--- config.mk ---
export PLATFORM = sky130hd
export DESIGN_NAME = step_dir_servo_velocity_loop_flat
export DESIGN_NICKNAME = d
export VERILOG_FILES = /design/src/hw/rtl/sdsv_pkg.sv /design/src/hw/rtl/sdsv_in_if.sv /design/src/hw/rtl/sdsv_out_if.sv /design/src/hw/rtl/step_dir_servo_velocity_loop.sv /design/src/hw/rtl/sdsv_update.sv /design/src/flat_wrapper.sv
export SDC_FILE = /design/constraint.sdc
export NUM_CORES = 1
export LEC_CHECK = 0
export ABC_CLOCK_PERIOD_IN_PS = 13600
export BUFFER_PORTS_ARGS = -buffer_cell sky130_fd_sc_hd__buf_2
export CORE_MARGIN = 3
export CORE_UTILIZATION = 34
export CTS_CLUSTER_DIAMETER = 60
export DETAILED_ROUTE_END_ITERATION = 10
export GPL_TIMING_DRIVEN = 0
export PLACE_DENSITY = 0.47
export SLEW_MARGIN = 20
export SYNTH_ARGS = -nofsm -noshare
export SYNTH_HDL_FRONTEND = slang
export SYNTH_SLANG_ARGS = --single-unit
--- constraint.sdc ---
create_clock -name clk -period 13.6 [get_ports clk]
set_input_delay 1.36 -clock clk [delete_from_list [all_inputs] [get_ports clk]]
set_output_delay 1.36 -clock clk [all_outputs]
set_load 0.05 [all_outputs]
--- src/hw/rtl/sdsv_pkg.sv ---
// Package for the step/direction servo velocity loop.
// Widths, reset values, register indexes and shared structs; no dependencies.
package sdsv_pkg;

	localparam int ADC_BITS      = 10;
	localparam int COUNT_WIDTH   = 16;
	localparam int SAMPLE_OFFSET = 512;

	// stored sample = raw + offset
	localparam int SMP_W   = $clog2((1 << ADC_BITS) + SAMPLE_OFFSET);
	localparam int VEL_W   = 9;
	localparam int MAG_W   = VEL_W - 1;
	localparam int PER_W   = 8;
	localparam int LIM_W   = 8;
	localparam int SCALE_W = 6;
	localparam int BASE_W  = 14;
	localparam int SPU_W   = 8;
	localparam int TICK_W  = 8;

	localparam int CFG_IDX_W  = 2;
	localparam int CFG_DATA_W = 14;

	// counter minus sample, formed without wrap
	localparam int DIFF_W = ((COUNT_WIDTH > SMP_W + 1) ? COUNT_WIDTH : SMP_W + 1) + 1;
	localparam int PROD_W = SCALE_W + MAG_W;
	localparam int NUM_W  = ((BASE_W > PROD_W) ? BASE_W : PROD_W) + 1;
	localparam int PERIOD_SHIFT = 6;
	localparam int QUO_W  = NUM_W - 1 - PERIOD_SHIFT;

	localparam logic [PER_W-1:0]  PERIOD_MAX  = '1;
	localparam logic [LIM_W-1:0]  LIMIT_RST   = LIM_W'(255);
	localparam logic [SCALE_W-1:0] SCALE_RST  = SCALE_W'(49);
	localparam logic [BASE_W-1:0] BASE_RST    = BASE_W'(16335);
	localparam logic [SPU_W-1:0]  SPU_RST     = SPU_W'(2);
	localparam logic [PER_W-1:0]  PERIOD_RST  = PER_W'(255);

	typedef enum logic [CFG_IDX_W-1:0] {
		REG_VEL_LIMIT  = 2'd0,
		REG_RATE_SCALE = 2'd1,
		REG_RATE_BASE  = 2'd2,
		REG_SAMPLES    = 2'd3
	} cfg_reg_t;

	typedef struct packed {
		logic [LIM_W-1:0]   limit;
		logic [SCALE_W-1:0] scale;
		logic [BASE_W-1:0]  base;
	} ctrl_cfg_t;

	typedef struct packed {
		logic moving;
		logic forward;
	} step_dir_t;

	typedef struct packed {
		logic [COUNT_WIDTH-1:0]  count;
		logic signed [VEL_W-1:0] velocity;
		step_dir_t               dir;
		logic [PER_W-1:0]        period;
	} ctrl_upd_t;

endpackage

--- src/hw/rtl/sdsv_in_if.sv ---
// Input channel of the servo: timer tick or ADC completion request.
// Depends on sdsv_pkg.
interface sdsv_in_if;
	import sdsv_pkg::*;

	logic                valid;
	logic                ready;
	logic                mode;
	logic [ADC_BITS-1:0] adc_sample;

	modport source (output valid, output mode, output adc_sample, input ready);
	modport sink   (input valid, input mode, input adc_sample, output ready);
endinterface

--- src/hw/rtl/sdsv_out_if.sv ---
// Result channel of the servo: step pulse, direction, velocity, period.
// Depends on sdsv_pkg.
interface sdsv_out_if;
	import sdsv_pkg::*;

	logic                    valid;
	logic                    ready;
	logic                    step_pulse;
	logic                    direction_level;
	logic signed [VEL_W-1:0] velocity;
	logic [PER_W-1:0]        step_period;

	modport source (output valid, output step_pulse, output direction_level,
		output velocity, output step_period, input ready);
	modport sink   (input valid, input step_pulse, input direction_level,
		input velocity, input step_period, output ready);
endinterface

--- src/hw/rtl/step_dir_servo_velocity_loop.sv ---
// Step/direction servo with a ramped velocity loop, top level.
// Depends on sdsv_pkg, sdsv_in_if, sdsv_out_if and sdsv_update.
//
// Usage:
//  - items (valid/ready): mode 0 is one prescaled timer tick, mode 1 is an
//    ADC completion carrying adc_sample. Every request yields one result.
//  - results (valid/ready): step_pulse, direction_level, velocity and
//    step_period as they stand after the request has been applied.
//  - cfg_we/cfg_index/cfg_data: register writes (velocity limit, rate scale,
//    rate base, samples per update), taken on any edge with cfg_we high;
//    write only while no request is in flight.
// Throughput: one request per cycle while results are taken. A request is
// captured in the input register, processed from there, and its result is
// held in the result register.
// All servo state is read and written by the combinational update between
// these two registers, so back-to-back requests see each other's effects.
// Reset: all state to its start values, registers to their defaults, no
// result pending. A stalled receiver holds the result register; the input
// register then keeps its request and items.ready drops until results move.
module step_dir_servo_velocity_loop (
	input  logic                            clk,
	input  logic                            arst_n,
	input  logic                            cfg_we,
	input  logic [sdsv_pkg::CFG_IDX_W-1:0]  cfg_index,
	input  logic [sdsv_pkg::CFG_DATA_W-1:0] cfg_data,
	sdsv_in_if.sink                         items,
	sdsv_out_if.source                      results
);
	import sdsv_pkg::*;

	// configuration
	ctrl_cfg_t        cfg_q;
	logic [SPU_W-1:0] spu_q;

	// input stage
	logic                valid_s1;
	logic                mode_s1;
	logic [ADC_BITS-1:0] adc_s1;

	// servo state
	logic [SMP_W-1:0]        smp_q;
	logic [COUNT_WIDTH-1:0]  cnt_q;
	logic signed [VEL_W-1:0] vel_q;
	step_dir_t               dir_q;
	logic [PER_W-1:0]        next_per_q;
	logic [PER_W-1:0]        active_per_q;
	logic [TICK_W-1:0]       tick_q;
	logic [SPU_W-1:0]        left_q;
	logic                    started_q;
	logic                    pin_q;

	// next state
	logic [SMP_W-1:0]        smp_new;
	logic [SMP_W-1:0]        n_smp;
	logic [COUNT_WIDTH-1:0]  n_cnt;
	logic signed [VEL_W-1:0] n_vel;
	step_dir_t               n_dir;
	logic [PER_W-1:0]        n_next_per;
	logic [PER_W-1:0]        n_active_per;
	logic [TICK_W-1:0]       n_tick;
	logic [SPU_W-1:0]        n_left;
	logic                    n_started;
	logic                    n_pin;
	logic                    n_pulse;

	// result register
	logic                    res_valid_q;
	logic                    pulse_q;
	logic                    dir_lvl_q;
	logic signed [VEL_W-1:0] res_vel_q;
	logic [PER_W-1:0]        res_per_q;

	logic      adv;
	logic      fire;
	ctrl_upd_t upd;

	assign adv         = !res_valid_q || results.ready;
	assign fire        = valid_s1 && adv;
	assign items.ready = !valid_s1 || adv;

	always_ff @(posedge clk or negedge arst_n) begin
		if (!arst_n) begin
			cfg_q.limit <= LIMIT_RST;
			cfg_q.scale <= SCALE_RST;
			cfg_q.base  <= BASE_RST;
			spu_q       <= SPU_RST;
		end else if (cfg_we) begin
			unique case (cfg_index)
				REG_VEL_LIMIT:  cfg_q.limit <= LIM_W'(cfg_data);
				REG_RATE_SCALE: cfg_q.scale <= SCALE_W'(cfg_data);
				REG_RATE_BASE:  cfg_q.base  <= BASE_W'(cfg_data);
				REG_SAMPLES:    spu_q       <= SPU_W'(cfg_data);
				default: ;
			endcase
		end
	end

	always_ff @(posedge clk or negedge arst_n) begin
		if (!arst_n) begin
			valid_s1 <= 1'b0;
		end else if (items.ready) begin
			valid_s1 <= items.valid;
		end
	end

	always_ff @(posedge clk) begin
		if (items.ready && items.valid) begin
			mode_s1 <= items.mode;
			adc_s1  <= items.adc_sample;
		end
	end

	assign smp_new = SMP_W'(adc_s1) + SMP_W'(SAMPLE_OFFSET);

	sdsv_update u_update (
		.count    (cnt_q),
		.started  (started_q),
		.sample   (smp_new),
		.velocity (vel_q),
		.period   (next_per_q),
		.cfg      (cfg_q),
		.upd      (upd)
	);

	always_comb begin
		n_smp        = smp_q;
		n_cnt        = cnt_q;
		n_vel        = vel_q;
		n_dir        = dir_q;
		n_next_per   = next_per_q;
		n_active_per = active_per_q;
		n_tick       = tick_q;
		n_left       = left_q;
		n_started    = started_q;
		n_pin        = pin_q;
		n_pulse      = 1'b0;
		if (mode_s1) begin
			n_smp = smp_new;
			if (left_q > SPU_W'(1)) begin
				n_left = left_q - SPU_W'(1);
			end else begin
				n_cnt      = upd.count;
				n_vel      = upd.velocity;
				n_dir      = upd.dir;
				n_next_per = upd.period;
				n_started  = 1'b1;
				n_left     = spu_q;
			end
		end else if (tick_q == TICK_W'(active_per_q)) begin
			n_tick       = '0;
			n_active_per = next_per_q;
			if (dir_q.moving) begin
				n_pulse = 1'b1;
				n_pin   = dir_q.forward;
				// forward steps count the position down
				n_cnt   = dir_q.forward ? cnt_q - COUNT_WIDTH'(1) : cnt_q + COUNT_WIDTH'(1);
			end
		end else begin
			n_tick = tick_q + TICK_W'(1);
		end
	end

	always_ff @(posedge clk or negedge arst_n) begin
		if (!arst_n) begin
			smp_q        <= '0;
			cnt_q        <= '0;
			vel_q        <= '0;
			dir_q        <= '0;
			next_per_q   <= PERIOD_RST;
			active_per_q <= PERIOD_RST;
			tick_q       <= '0;
			left_q       <= SPU_RST;
			started_q    <= 1'b0;
			pin_q        <= 1'b0;
		end else if (fire) begin
			smp_q        <= n_smp;
			cnt_q        <= n_cnt;
			vel_q        <= n_vel;
			dir_q        <= n_dir;
			next_per_q   <= n_next_per;
			active_per_q <= n_active_per;
			tick_q       <= n_tick;
			left_q       <= n_left;
			started_q    <= n_started;
			pin_q        <= n_pin;
		end
	end

	always_ff @(posedge clk or negedge arst_n) begin
		if (!arst_n) begin
			res_valid_q <= 1'b0;
		end else if (fire) begin
			res_valid_q <= 1'b1;
		end else if (results.ready) begin
			res_valid_q <= 1'b0;
		end
	end

	always_ff @(posedge clk) begin
		if (fire) begin
			pulse_q   <= n_pulse;
			dir_lvl_q <= n_pin;
			res_vel_q <= n_vel;
			res_per_q <= n_active_per;
		end
	end

	assign results.valid           = res_valid_q;
	assign results.step_pulse      = pulse_q;
	assign results.direction_level = dir_lvl_q;
	assign results.velocity        = res_vel_q;
	assign results.step_period     = res_per_q;

	// ADC requests never step
	a_no_step_on_adc: assert property (@(posedge clk) disable iff (!arst_n)
		(fire && mode_s1) |=> !pulse_q)
		else $error("step pulse issued for an ADC request");

	// velocity ramps by at most one unit per request
	a_ramp_one: assert property (@(posedge clk) disable iff (!arst_n)
		fire |=> (vel_q == $past(vel_q) || vel_q == $past(vel_q) + 9'sd1 ||
			vel_q == $past(vel_q) - 9'sd1))
		else $error("velocity moved by more than one unit");

	// direction is idle exactly when velocity is zero
	a_dir_matches_vel: assert property (@(posedge clk) disable iff (!arst_n)
		dir_q.moving == (vel_q != '0))
		else $error("step direction out of step with velocity");

endmodule

--- src/hw/rtl/sdsv_update.sv ---
// Control update of the servo: target, velocity ramp, direction and period.
// Purely combinational; depends on sdsv_pkg.
module sdsv_update (
	input  logic [sdsv_pkg::COUNT_WIDTH-1:0]  count,
	input  logic                              started,
	input  logic [sdsv_pkg::SMP_W-1:0]        sample,
	input  logic signed [sdsv_pkg::VEL_W-1:0] velocity,
	input  logic [sdsv_pkg::PER_W-1:0]        period,
	input  sdsv_pkg::ctrl_cfg_t               cfg,
	output sdsv_pkg::ctrl_upd_t               upd
);
	import sdsv_pkg::*;

	logic [COUNT_WIDTH-1:0]   cnt_eff;
	logic signed [DIFF_W-1:0] cnt_x;
	logic signed [DIFF_W-1:0] smp_x;
	logic signed [DIFF_W-1:0] diff;
	logic signed [DIFF_W-1:0] half;
	logic signed [DIFF_W-1:0] lim_x;
	logic signed [DIFF_W-1:0] clamped;
	logic signed [VEL_W-1:0]  target;
	logic signed [VEL_W-1:0]  vel_new;
	logic signed [VEL_W-1:0]  vel_neg;
	logic [MAG_W-1:0]         mag;
	logic [PROD_W-1:0]        prod;
	logic [NUM_W-1:0]         num;
	logic [QUO_W-1:0]         quo;
	logic [PER_W-1:0]         per_new;

	always_comb begin
		// first update loads the counter from the sample
		cnt_eff = started ? count : COUNT_WIDTH'(DIFF_W'(sample));
		cnt_x   = DIFF_W'(signed'(cnt_eff));
		smp_x   = signed'(DIFF_W'(sample));
		diff    = cnt_x - smp_x;
		// divide by two, truncating toward zero
		half    = (diff + signed'(DIFF_W'(diff[DIFF_W-1]))) >>> 1;
		lim_x   = signed'(DIFF_W'(cfg.limit));
		if (half > lim_x) begin
			clamped = lim_x;
		end else if (half < -lim_x) begin
			clamped = -lim_x;
		end else begin
			clamped = half;
		end
		target = VEL_W'(clamped);

		if (target > velocity) begin
			vel_new = velocity + VEL_W'(1);
		end else if (target < velocity) begin
			vel_new = velocity - VEL_W'(1);
		end else begin
			vel_new = velocity;
		end

		vel_neg = -vel_new;
		mag     = vel_new[VEL_W-1] ? MAG_W'(vel_neg) : MAG_W'(vel_new);
		prod    = PROD_W'(cfg.scale) * PROD_W'(mag);
		num     = NUM_W'(cfg.base) - NUM_W'(prod);
		quo     = num[NUM_W-1] ? '0 : num[NUM_W-2:PERIOD_SHIFT];
		if (QUO_W'(quo) > QUO_W'(PERIOD_MAX)) begin
			per_new = PERIOD_MAX;
		end else begin
			per_new = PER_W'(quo);
		end

		upd.count       = cnt_eff;
		upd.velocity    = vel_new;
		upd.dir.moving  = (vel_new != '0);
		upd.dir.forward = (vel_new != '0) && !vel_new[VEL_W-1];
		// at rest the period is kept
		upd.period      = (vel_new != '0) ? per_new : period;
	end

endmodule

--- src/flat_wrapper.sv ---
// flat-port wrapper written by rule: the top's interface ports become plain ports
module step_dir_servo_velocity_loop_flat import sdsv_pkg::*;
  (clk, arst_n, cfg_we, cfg_index, cfg_data, items_valid, items_mode, items_adc_sample, items_ready, results_valid, results_step_pulse, results_direction_level, results_velocity, results_step_period, results_ready);
  sdsv_in_if items_i ();
  sdsv_out_if results_i ();
  input  logic clk;
  input  logic arst_n;
  input  logic cfg_we;
  input  logic [sdsv_pkg::CFG_IDX_W-1:0] cfg_index;
  input  logic [sdsv_pkg::CFG_DATA_W-1:0] cfg_data;
  input wire logic [$bits(items_i.valid)-1:0] items_valid;
  input wire logic [$bits(items_i.mode)-1:0] items_mode;
  input wire logic [$bits(items_i.adc_sample)-1:0] items_adc_sample;
  output wire logic [$bits(items_i.ready)-1:0] items_ready;
  output wire logic [$bits(results_i.valid)-1:0] results_valid;
  output wire logic [$bits(results_i.step_pulse)-1:0] results_step_pulse;
  output wire logic [$bits(results_i.direction_level)-1:0] results_direction_level;
  output wire logic [$bits(results_i.velocity)-1:0] results_velocity;
  output wire logic [$bits(results_i.step_period)-1:0] results_step_period;
  input wire logic [$bits(results_i.ready)-1:0] results_ready;
  assign items_i.valid = items_valid;
  assign items_i.mode = items_mode;
  assign items_i.adc_sample = items_adc_sample;
  assign items_ready = items_i.ready;
  assign results_valid = results_i.valid;
  assign results_step_pulse = results_i.step_pulse;
  assign results_direction_level = results_i.direction_level;
  assign results_velocity = results_i.velocity;
  assign results_step_period = results_i.step_period;
  assign results_i.ready = results_ready;
  step_dir_servo_velocity_loop u_core (.clk(clk), .arst_n(arst_n), .cfg_we(cfg_we), .cfg_index(cfg_index), .cfg_data(cfg_data), .items(items_i), .results(results_i));
endmodule
After elaboration in Yosys (flattened, before gate mapping)
Index checks and enable logic that the tools add are counted.
Storage, ports and cells
  flip-flop bits (word level): 129
  input bits: 32
  word-level logic and storage cells: 97
Operators by class
  add/sub/neg operators: 12
  multipliers: 1
  magnitude comparators: 6
  eq/ne operators: 5
  multiplexer cells: 25
  bitwise logic cells: 3
  reduce and logical (&&, ||, !) cells: 23
Operators with widths (number)
  $mux 16: 6
  $mux 8: 7
  $mux 9: 6
  $add 17x2->17: 1
  $lt 16x17->1: 1
  $neg 8->17: 1
  $sub 16x12->17: 1
  $add 16x1->16 const B: 1
  $gt 16x9->1: 1
  $sub 16x1->16 const B: 1
  $sub 14x14->15: 1
  $mul 6x8->14: 1
  $reduce_and 2->1: 6
  $add 10x10->11 const B: 1
  $add 9x2->9 const B: 1
  $gt 9x9->1: 1
  $lt 9x9->1: 1
  $reduce_bool 9->1: 1
  $sub 9x2->9 const B: 1
  $add 8x1->8 const B: 1
  $eq 8x8->1: 1
  $gt 8x1->1 const B: 1
  $gt 8x8->1 const B: 1
  $neg 8->8: 1
  other kinds (14): 30

Longest topological paths before layout
Gate-level depths: netlist of run 1.
  depth after elaboration: 17
  mapped depth: 58

Modules after synthesis
A second synthesis of run 1 with hierarchy kept.
Unflattened totals
  cell total of the unflattened synthesis: 1235
  area, all modules: 11753.8 um^2
By module, submodules not included
  step_dir_servo_velocity_loop: times used 1, cells each 506, area each 6254.7 um^2, seq. area each 3429.5 um^2
  sdsv_update: times used 1, cells each 729, area each 5499.0 um^2, seq. area each 0.0 um^2

Worst setup path after synthesis of run 1
OpenSTA, ideal clock, no wires.
  kind: register to register
  start point: reg u_core.started_q
  end point: reg u_core.next_per_q[3]
  data arrival time: 13.032 ns
  required time: 13.518 ns
  setup slack: 0.486 ns
  stages on the path, launching flop included: 54
  buffers on the path: 5
  clock period less this slack: 13.114 ns
  path through: dfrtp_1 > clkbuf_1 > buf_1 > nand2_1 > o21ai_0 > ha_1 > clkbuf_1 > and2_1 > a311o_1 > o21a_1 > or2_1 > nor2_1 > ha_1 > nand2_1 > nor3_1 > nand4_2 > and4bb_1 > buf_4 > (+18 left out) > xor2_1 > and2_1 > fa_1 > inv_1 > fa_1 > fa_1 > inv_1 > fa_1 > inv_1 > ha_1 > a21o_1 > a21oi_1 > o21ai_0 > o41ai_1 > o211ai_1 > xor2_1 > a211oi_1 > mux2_2
On the way
  longest elaborated chain between the ends: 16
  elaborated cells between the ends (all ways): 20
  classes of those cells: 4 x add/sub; 1 x mul; 5 x order compare; 8 x mux; 2 x reduce/logical
Ends and longest elaborated chain
  start, declared: line step_dir_servo_velocity_loop.sv:49  | logic started_q;
  start signal, assigned: line step_dir_servo_velocity_loop.sv:184  | started_q <= n_started;
  $mux 16 *: line sdsv_update.sv:32  | cnt_eff = started ? count : COUNT_WIDTH'(DIFF_W'(sample));
  $sub 16x12->17 *: line sdsv_update.sv:35  | diff = cnt_x - smp_x;
  $add 17x2->17 *: line sdsv_update.sv:37  | half = (diff + signed'(DIFF_W'(diff[DIFF_W-1]))) >>> 1;
  $lt 16x17->1: line sdsv_update.sv:41  | end else if (half < -lim_x) begin
  $mux 9: line sdsv_update.sv:41
  $mux 9 *: line sdsv_update.sv:39  | if (half > lim_x) begin
  $lt 9x9->1: line sdsv_update.sv:50  | end else if (target < velocity) begin
  $mux 9: line sdsv_update.sv:50
  $mux 9 *: line sdsv_update.sv:48  | if (target > velocity) begin
  $neg 8->8: line sdsv_update.sv:56  | vel_neg = -vel_new;
  $mux 8: line sdsv_update.sv:57  | mag = vel_new[VEL_W-1] ? MAG_W'(vel_neg) : MAG_W'(vel_new);
  $mul 6x8->14: line sdsv_update.sv:58  | prod = PROD_W'(cfg.scale) * PROD_W'(mag);
  $sub 14x14->15: line sdsv_update.sv:59  | num = NUM_W'(cfg.base) - NUM_W'(prod);
  $mux 8: line sdsv_update.sv:60  | quo = num[NUM_W-1] ? '0 : num[NUM_W-2:PERIOD_SHIFT];
  $gt 8x8->1: line sdsv_update.sv:61  | if (QUO_W'(quo) > QUO_W'(PERIOD_MAX)) begin
  $mux 8: line sdsv_update.sv:61
  end signal, assigned: line step_dir_servo_velocity_loop.sv:180  | next_per_q <= n_next_per;
  end, declared: line step_dir_servo_velocity_loop.sv:45  | logic [PER_W-1:0] next_per_q;
Mark *: on every way between the ends. The rest lies on a longest branch, timed or not.
A chain may end at the register's enable or synchronous reset.

Worst setup path after layout of run 1
Same ends and word-level chain as after synthesis.

==> reports/summary.md, run 1 <==
### Synthesis
• Avg Synthesized Cell Area: 9.18 sq um
• post-synthesis cell type count: 86
• area share of the leading cell type in the synthesized netlist: 13.3%
• post-synthesis share of cell area spent on and, or, nand and nor gates: 18.3%
• adder-cell share of the synthesized area: 17.3%
• Synth Flop Type: sky130_fd_sc_hd__dfrtp_1
• xor-xnor portion of the synthesized cell area: 5.84%
• synthesized instance count: 1185
• Post-synth ARST share: 76.7%
• main combinational cell family by area after synthesis: simple AND/OR/NAND/NOR gates
• mux cell area share after synthesis: 6.51%
• post-synth top area cell: sky130_fd_sc_hd__dfrtp_1
• cell area after synthesis: 10900 sq um
• total nets after synthesis: 1345
• top cells by area, synth: sky130_fd_sc_hd__dfrtp_1 (13%), sky130_fd_sc_hd__ha_1 (11%), sky130_fd_sc_hd__dfstp_2 (9.9%)
• number of synthesis warnings: 0
• sequential area share after synthesis: 31.5%
• area fraction in compound gates after synthesis: 15.3%
• count of flip-flops with a built-in enable after synthesis: 30
• total of flip-flops plus latches after synthesis: 129

### Clock tree
• CTS clk-pin slew, worst paths: 0.07 ns
• clock net sink count: 129
• buffer type at the clock tree root: sky130_fd_sc_hd__clkbuf_16
• clock network latency to the later pin of the worst-skew pair: 0.43 ns
• clk buf depth: 2
• TritonCTS Buffers: 17
• level count of the clock H-tree: 4
• clock tree from TritonCTS: done

### Timing
• portion of the clock cycle consumed by the worst path in the final layout: 94.3%
• time the worst path needs with I/O delays and setup: 12.82 ns
• upper clock frequency limit: 0.0780 GHz
• Final Hold Vio Count: 0
• worst max-slew margin expressed relative to the limit: 30.0%
• number of slew-limit violations in the final report: 0
• Finish-stage setup viols: 0
• transition at the pin with the smallest max-transition slack: 1.04 ns
• post-route setup slack: 0.776 ns
• RSZ-0062 raised after global routing: false
• Setup Skew: 0.0117 ns

### Route
• routed length per placed instance: 16.1 um
• total iterations of the first detailed-routing run: 5
• Final Routed Wirelength: 27.2 mm
• via count: 8601
• drt initial violations: 417
• Via density: 5.10
• DRC violations left: 0
• Detail Route Antenna Nets: 0

### Layout
• net total in the final layout: 1437
• antenna cells: 0
• most frequent standard cell in the layout excluding fill and tap cells: sky130_fd_sc_hd__nand2_1
• layout cells sized above 1: 20.7%
• final-layout fill cell count: 3136
• area delta synth->final: 17.3%
• leading cell types in the layout, fill and taps excluded: sky130_fd_sc_hd__nand2_1 (123), sky130_fd_sc_hd__inv_1 (115), sky130_fd_sc_hd__ha_1 (90), sky130_fd_sc_hd__nor2_1 (88), sky130_fd_sc_hd__o21ai_0 (68)

### Run status
• outcome: finished clean

### Global routing
• number of global-route vias before repair: 8297
• number of antenna violations at the first check in global routing: 0
• first-pass GRT wire length: 44.1 mm
• GRT Total Usage: 16.1%
• Remaining Overflow, GRT: 0
• maximum number of pins on one net before global-route repair: 60

### Floorplan
• overall die height: 185 um
• initial cell density of the core: 35.0%
• Row Count: 64
• placeable core region: 31100 sq um
• overall die area: 34200 sq um
• Top Ports: 53
• Horiz. Die Dim: 185 um

### Job
• count of max-cap constraint violations: 0

### Placement
• detailed placer's ending HPWL: 20.7 mm
• Placement Setup Slack: -2.23 ns
• count of buffers inserted at the top-level ports: 52
• GPL Wtd Cong: 0.851

### Setup path
• worst path arrival time: 13.20 ns
• standard cell with the maximum stage delay on the critical path: sky130_fd_sc_hd__or4_4
• data required time of the worst path: 13.98 ns
• Worst setup EP type: flop
• Register-to-Register Setup Slack: 0.78 ns
• kind of critical path: reg -> reg
• worst setup path startpoint: u_core.started_q$_DFFE_PN0P_
• CP Launch Type: flop
• CP Max Fanout: 10
• biggest cell delay along the critical path: 0.59 ns
• launch instance of the worst register-to-register path: u_core.started_q$_DFFE_PN0P_

### Min path
• origin of the worst min-delay path: u_core.pin_q$_DFFE_PN0P_
• worst min-delay path category: reg -> reg

-- cell families after synthesis --
family	Yosys count
DFF	129
muxes	64
and+or+nand+nor	397
AOI/OAI and AO/OA	249
xor gates and xnor gates	71
buffers and inverters	146
adders and majority gates	129
-- repair_timing --
action | in CTS | in global routing
setup endpoints to repair | 8 | 8
buffers inserted | 9 | 13
hold buffers | 0 | 0
pin swaps | 6 | 16
resized for setup | 33 | 33
endpoints found under the hold margin | 0 | 0
-- state kept, by name (all words and copies together), names as in the netlist, 2 cells and up --
name / count
u_core.results.step_period: 8
u_core.dir_q: 2
u_core.spu_q: 8
u_core.tick_q: 8
u_core.cfg_q: 28
u_core.active_per_q: 8
u_core.results.velocity: 9
u_core.next_per_q: 8
u_core.adc_s1: 10
u_core.left_q: 8
u_core.cnt_q: 16
u_core.vel_q: 9
-- critical path, delay by kind of cell (launching register included) --
kind	cells	cell delay (ns)
adder cells (fa/ha/maj)	9	3.60
XOR/XNOR	5	1.31
flip-flops	1	0.38
AND/OR/NAND/NOR	10	2.42
buffers and inverters	10	1.25
AO/OA/AOI/OAI	16	3.00
multiplexers	3	0.77
-- metrics by stage --
step	utilization (%)	TNS [ns]	instances	hold WS, ns	cell area, sq um
after floorplan	-	0	1185	0.446	10900
after global placement	37.5	-16.66	1633	0.459	11600
after detailed placement	37.6	-17.04	1634	0.463	11700
after CTS	40.3	0	1675	0.479	12500
after global routing	41.1	0	1686	0.508	12800
final	41.1	0	1686	0.477	12800
-- worst paths after layout --
path | endpoint | cells past startpoint
max | u_core.next_per_q[3]$_DFFE_PN1P_ | 53
max in group asynchronous | u_core.active_per_q[0]$_DFFE_PN1P_ | 2
min | u_core.pin_q$_DFFE_PN0P_ | 2
min reg2reg | u_core.pin_q$_DFFE_PN0P_ | 2
max reg2reg | u_core.next_per_q[3]$_DFFE_PN1P_ | 53
min in group asynchronous | u_core.vel_q[8]$_DFFE_PN0P_ | 1
-- Yosys cell counts, types with 4 or more instances --
library cell                instances
sky130_fd_sc_hd__a2111oi_0          4
sky130_fd_sc_hd__a211oi_1           8
sky130_fd_sc_hd__a21boi_0           4
sky130_fd_sc_hd__a21o_1            21
sky130_fd_sc_hd__a21oi_1           50
sky130_fd_sc_hd__a31oi_1            6
sky130_fd_sc_hd__and2_1            33
sky130_fd_sc_hd__and3_1            12
sky130_fd_sc_hd__buf_1              5
sky130_fd_sc_hd__clkbuf_1          20
sky130_fd_sc_hd__dfrtp_1           58
sky130_fd_sc_hd__dfstp_2           41
sky130_fd_sc_hd__edfxtp_1          30
sky130_fd_sc_hd__fa_1              36
sky130_fd_sc_hd__ha_1              92
sky130_fd_sc_hd__inv_1            116
sky130_fd_sc_hd__mux2_2            54
sky130_fd_sc_hd__mux2i_1           10
sky130_fd_sc_hd__nand2_1          124
sky130_fd_sc_hd__nand2b_1          11
sky130_fd_sc_hd__nand3_1           17
sky130_fd_sc_hd__nand3b_1           9
sky130_fd_sc_hd__nand4_1           14
sky130_fd_sc_hd__nor2_1            89
sky130_fd_sc_hd__nor2b_1           10
sky130_fd_sc_hd__nor3_1            26
sky130_fd_sc_hd__nor3b_1            5
sky130_fd_sc_hd__nor4_1            14
sky130_fd_sc_hd__o211ai_1           5
sky130_fd_sc_hd__o21a_1            14
sky130_fd_sc_hd__o21ai_0           75
sky130_fd_sc_hd__o22a_1             4
sky130_fd_sc_hd__o22ai_1            8
sky130_fd_sc_hd__o31ai_1            4
sky130_fd_sc_hd__o41ai_1            4
sky130_fd_sc_hd__or3_1              9
sky130_fd_sc_hd__xnor2_1           44
sky130_fd_sc_hd__xor2_1            26
-- metal layers --
metal	vias to the layer above	wire length, um	track usage (%)
met5	-	0	0
met4	0	383	4.11
met3	27	871	2.77
met2	132	12100	25.1
met1	4087	13900	23.4
li1	4355	-	-
-- area by class of cell --
class | count | area (sq um) | area share (%)
Buffer | 28 | 145 | 1.14
Clock buffer | 20 | 489 | 3.83
Clock inverter | 12 | 141 | 1.11
Tap cell | 396 | 495 | 3.88
Sequential cell | 129 | 3430 | 26.9
Multi-Input combinational cell | 910 | 7170 | 56.2
Timing Repair Buffer | 75 | 459 | 3.60
Inverter | 116 | 435 | 3.41
Power of run 1 is not shown: default switching activity piles up to over one toggle a cycle in this logic, so the estimate is an artifact.
==> run 2, diff against run 1 <==
- BUFFER_PORTS_ARGS: -buffer_cell sky130_fd_sc_hd__buf_2 -> default
- DONT_BUFFER_PORTS: default -> 1
- PLACE_DENSITY: 0.47 -> 0.46
==> reports/summary.md, run 2 (synthesis results as in run 1) <==
### Global routing
• GRT Total Usage: 16.6%, +0.44 points
• number of global-route vias before repair: 8439, +1.7%
• GR Util met2: 26.6%, +1.5 points
• Remaining Overflow, GRT: 0, unchanged
• Global Route met3 Usage: 2.79%, +0.020 points
• maximum number of pins on one net before global-route repair: 100, +67%
• GRT busiest layer: met2
• first-pass GRT wire length: 45.0 mm, +2.1%
• global-route met1 utilization: 23.6%, +0.22 points
• number of antenna violations at the first check in global routing: 0, unchanged

### Layout
• Sequential Area: 3430 sq um, about the same
• area of the multi-input gates: 7150 sq um, -0.31%
• layout cells sized above 1: 17.3%, -3.4 points
• leading cell types in the layout, fill and taps excluded: sky130_fd_sc_hd__nand2_1 (124), sky130_fd_sc_hd__inv_1 (115), sky130_fd_sc_hd__nor2_1 (89), sky130_fd_sc_hd__ha_1 (89), sky130_fd_sc_hd__o21ai_0 (69)
• net total in the final layout: 1382, -3.8%
• largest registers: u_core.cfg_q: 28 flops, u_core.cnt_q: 16 flops, u_core.adc_s1: 10 flops
• post-route insts no fill: 1631, -3.3%
• antenna cells: 0, unchanged
• Reg with most FFs: u_core.cfg_q
• final design area excluding fillers: 12400 sq um, -2.6%
• final-layout fill cell count: 3133, -0.096%
• most frequent standard cell in the layout excluding fill and tap cells: sky130_fd_sc_hd__nand2_1
• area delta synth->final: 14.2%
• max FFs per register: 28, unchanged

### Clock tree
• clock tree from TritonCTS: done
• buffer type at the clock tree root: sky130_fd_sc_hd__clkbuf_16
• level count of the clock H-tree: 4, unchanged
• clock net sink count: 129, unchanged
• clk buf depth: 2, unchanged
• TritonCTS Buffers: 17, unchanged
• clock network latency to the later pin of the worst-skew pair: 0.43 ns, about the same
• CTS clk-pin slew, worst paths: 0.07 ns, about the same

### Setup path
• worst reg2reg path depth: 57, +7.5%
• Crit Reg-Reg Endpoint: u_core.next_per_q[0]$_DFFE_PN1P_
• Worst setup EP type: flop
• worst path arrival time: 13.15 ns, -0.05 ns
• kind of critical path: reg -> reg
• Worst setup endpoint: u_core.next_per_q[0]$_DFFE_PN1P_
• launch instance of the worst register-to-register path: u_core.started_q$_DFFE_PN0P_
• biggest cell delay along the critical path: 0.52 ns, -0.07 ns
• worst setup path startpoint: u_core.started_q$_DFFE_PN0P_
• Top cell by count, worst path: sky130_fd_sc_hd__o21a_1
• CP Launch Type: flop
• data required time of the worst path: 13.95 ns, -0.03 ns
• standard cell with the maximum stage delay on the critical path: sky130_fd_sc_hd__fa_1
• Register-to-Register Setup Slack: 0.80 ns, +0.02 ns
• CP Max Fanout: 10, unchanged

### Floorplan
• Top Ports: 53, unchanged
• overall die height: 185 um, unchanged
• placeable core region: 31100 sq um, unchanged
• initial cell density of the core: 35.0%, unchanged
• Row Count: 64, unchanged
• overall die area: 34200 sq um, unchanged
• Horiz. Die Dim: 185 um, unchanged

### Timing
• upper clock frequency limit: 0.0781 GHz, +0.19%
• number of slew-limit violations in the final report: 0, unchanged
• Setup Skew: 0.0115 ns, -0.000184 ns
• Final Hold Vio Count: 0, unchanged
• Finish-stage setup viols: 0, unchanged
• worst max-slew margin expressed relative to the limit: 31.4%, +1.4 points
• transition at the pin with the smallest max-transition slack: 1.02 ns, -0.0179 ns
• final total negative setup slack: 0 ns, unchanged
• portion of the clock cycle consumed by the worst path in the final layout: 94.1%, -0.18 points
• time the worst path needs with I/O delays and setup: 12.80 ns, -0.0238 ns

### Route
• total iterations of the first detailed-routing run: 5, unchanged
• routed length per placed instance: 16.9 um, +4.6%
• Via density: 5.21, +2.1%
• Detail Route Antenna Nets: 0, unchanged
• Final Routed Wirelength: 27.5 mm, +1.2%
• via count: 8498, -1.2%
• drt initial violations: 383, -8.2%
• DRC violations left: 0, unchanged

### Run status
• outcome: finished clean

### Job
• count of max-cap constraint violations: 0, unchanged

### Placement
• post-detailed-placement cell area: 11400 sq um, -2.5%
• GPL Wtd Cong: 0.838, -1.5%
• number of instances in the placed design: 1581, -3.2%
• count of buffers inserted at the top-level ports: 0, -100%
• detailed placer's ending HPWL: 20.8 mm, +0.54%

### Min path
• worst min-delay path category: reg -> reg
• Hold Path Cell Cnt: 2, unchanged

[run 2: cell count changes in the layout (fill, tap and decap cells not counted), sizes merged]
cell,change
buf,-55
clkbuf,+1
clkinv,-1
clkinvlp,-1
inv,+1
[run 2: worst max-delay path: cells and delay by family, from the launching register on]
family                   cells  cell delay (ns)
AO/OA/AOI/OAI               20             4.05
adder cells (fa/ha/maj)      9             3.19
AND/OR/NAND/NOR             14             2.57
buffers and inverters        9             1.12
XOR/XNOR                     3             0.80
multiplexers                 2             0.49
flip-flops                   1             0.44
[run 2: layer usage]
metal | vias up | part of all wire (%)
met3 | 16 | 3.5
met2 | 153 | 45
met5 | - | 0
met1 | 4090 | 50
met4 | 0 | 1.1
li1 | 4239 | -
[run 2: through the flow]
step                      hold slack (ns)  setup slack, ns  utilization [%]
after floorplan                     0.446            0.486                -
after global placement              0.460            -2.22             36.6
after detailed placement            0.462            -2.26             36.6
after CTS                           0.478           0.0319             39.3
after global routing                0.521          -0.0514             40.0
final                               0.478            0.800             40.0
[run 2: what timing repair did]
item	in CTS	in global routing
setup endpoints to repair	8	8
hold buffers	0	0
pin swaps	4	18
setup buffers	10	11
gates resized for setup	30	34
[run 2: worst min-delay path by stage]
stage | startpoint | to | slack [ns]
2_1_floorplan | u_core.pin_q$_DFFE_PN0P_ | u_core.pin_q$_DFFE_PN0P_ | 0.45
3_3_place_gp | u_core.pin_q$_DFFE_PN0P_ | u_core.pin_q$_DFFE_PN0P_ | 0.46
3_5_place_dp | u_core.pin_q$_DFFE_PN0P_ | u_core.pin_q$_DFFE_PN0P_ | 0.46
4_1_cts | u_core.pin_q$_DFFE_PN0P_ | u_core.pin_q$_DFFE_PN0P_ | 0.48
5_1_grt | u_core.pin_q$_DFFE_PN0P_ | u_core.pin_q$_DFFE_PN0P_ | 0.52
6_report | u_core.dir_q[1]$_DFFE_PN0P_ | u_core.dir_q[1]$_DFFE_PN0P_ | 0.48
[run 2: area by class of cell]
| class | instances | area share (%) |
|---|---|---|
| Buffer | 27 | 1.14 |
| Timing Repair Buffer | 21 | 1.28 |
| Multi-Input combinational cell | 910 | 57.5 |
| Inverter | 116 | 3.50 |
| Tap cell | 396 | 3.99 |
| Clock buffer | 21 | 3.89 |
| Clock inverter | 11 | 1.11 |
| Sequential cell | 129 | 27.6 |
Power of run 2 is left out for the same reason.
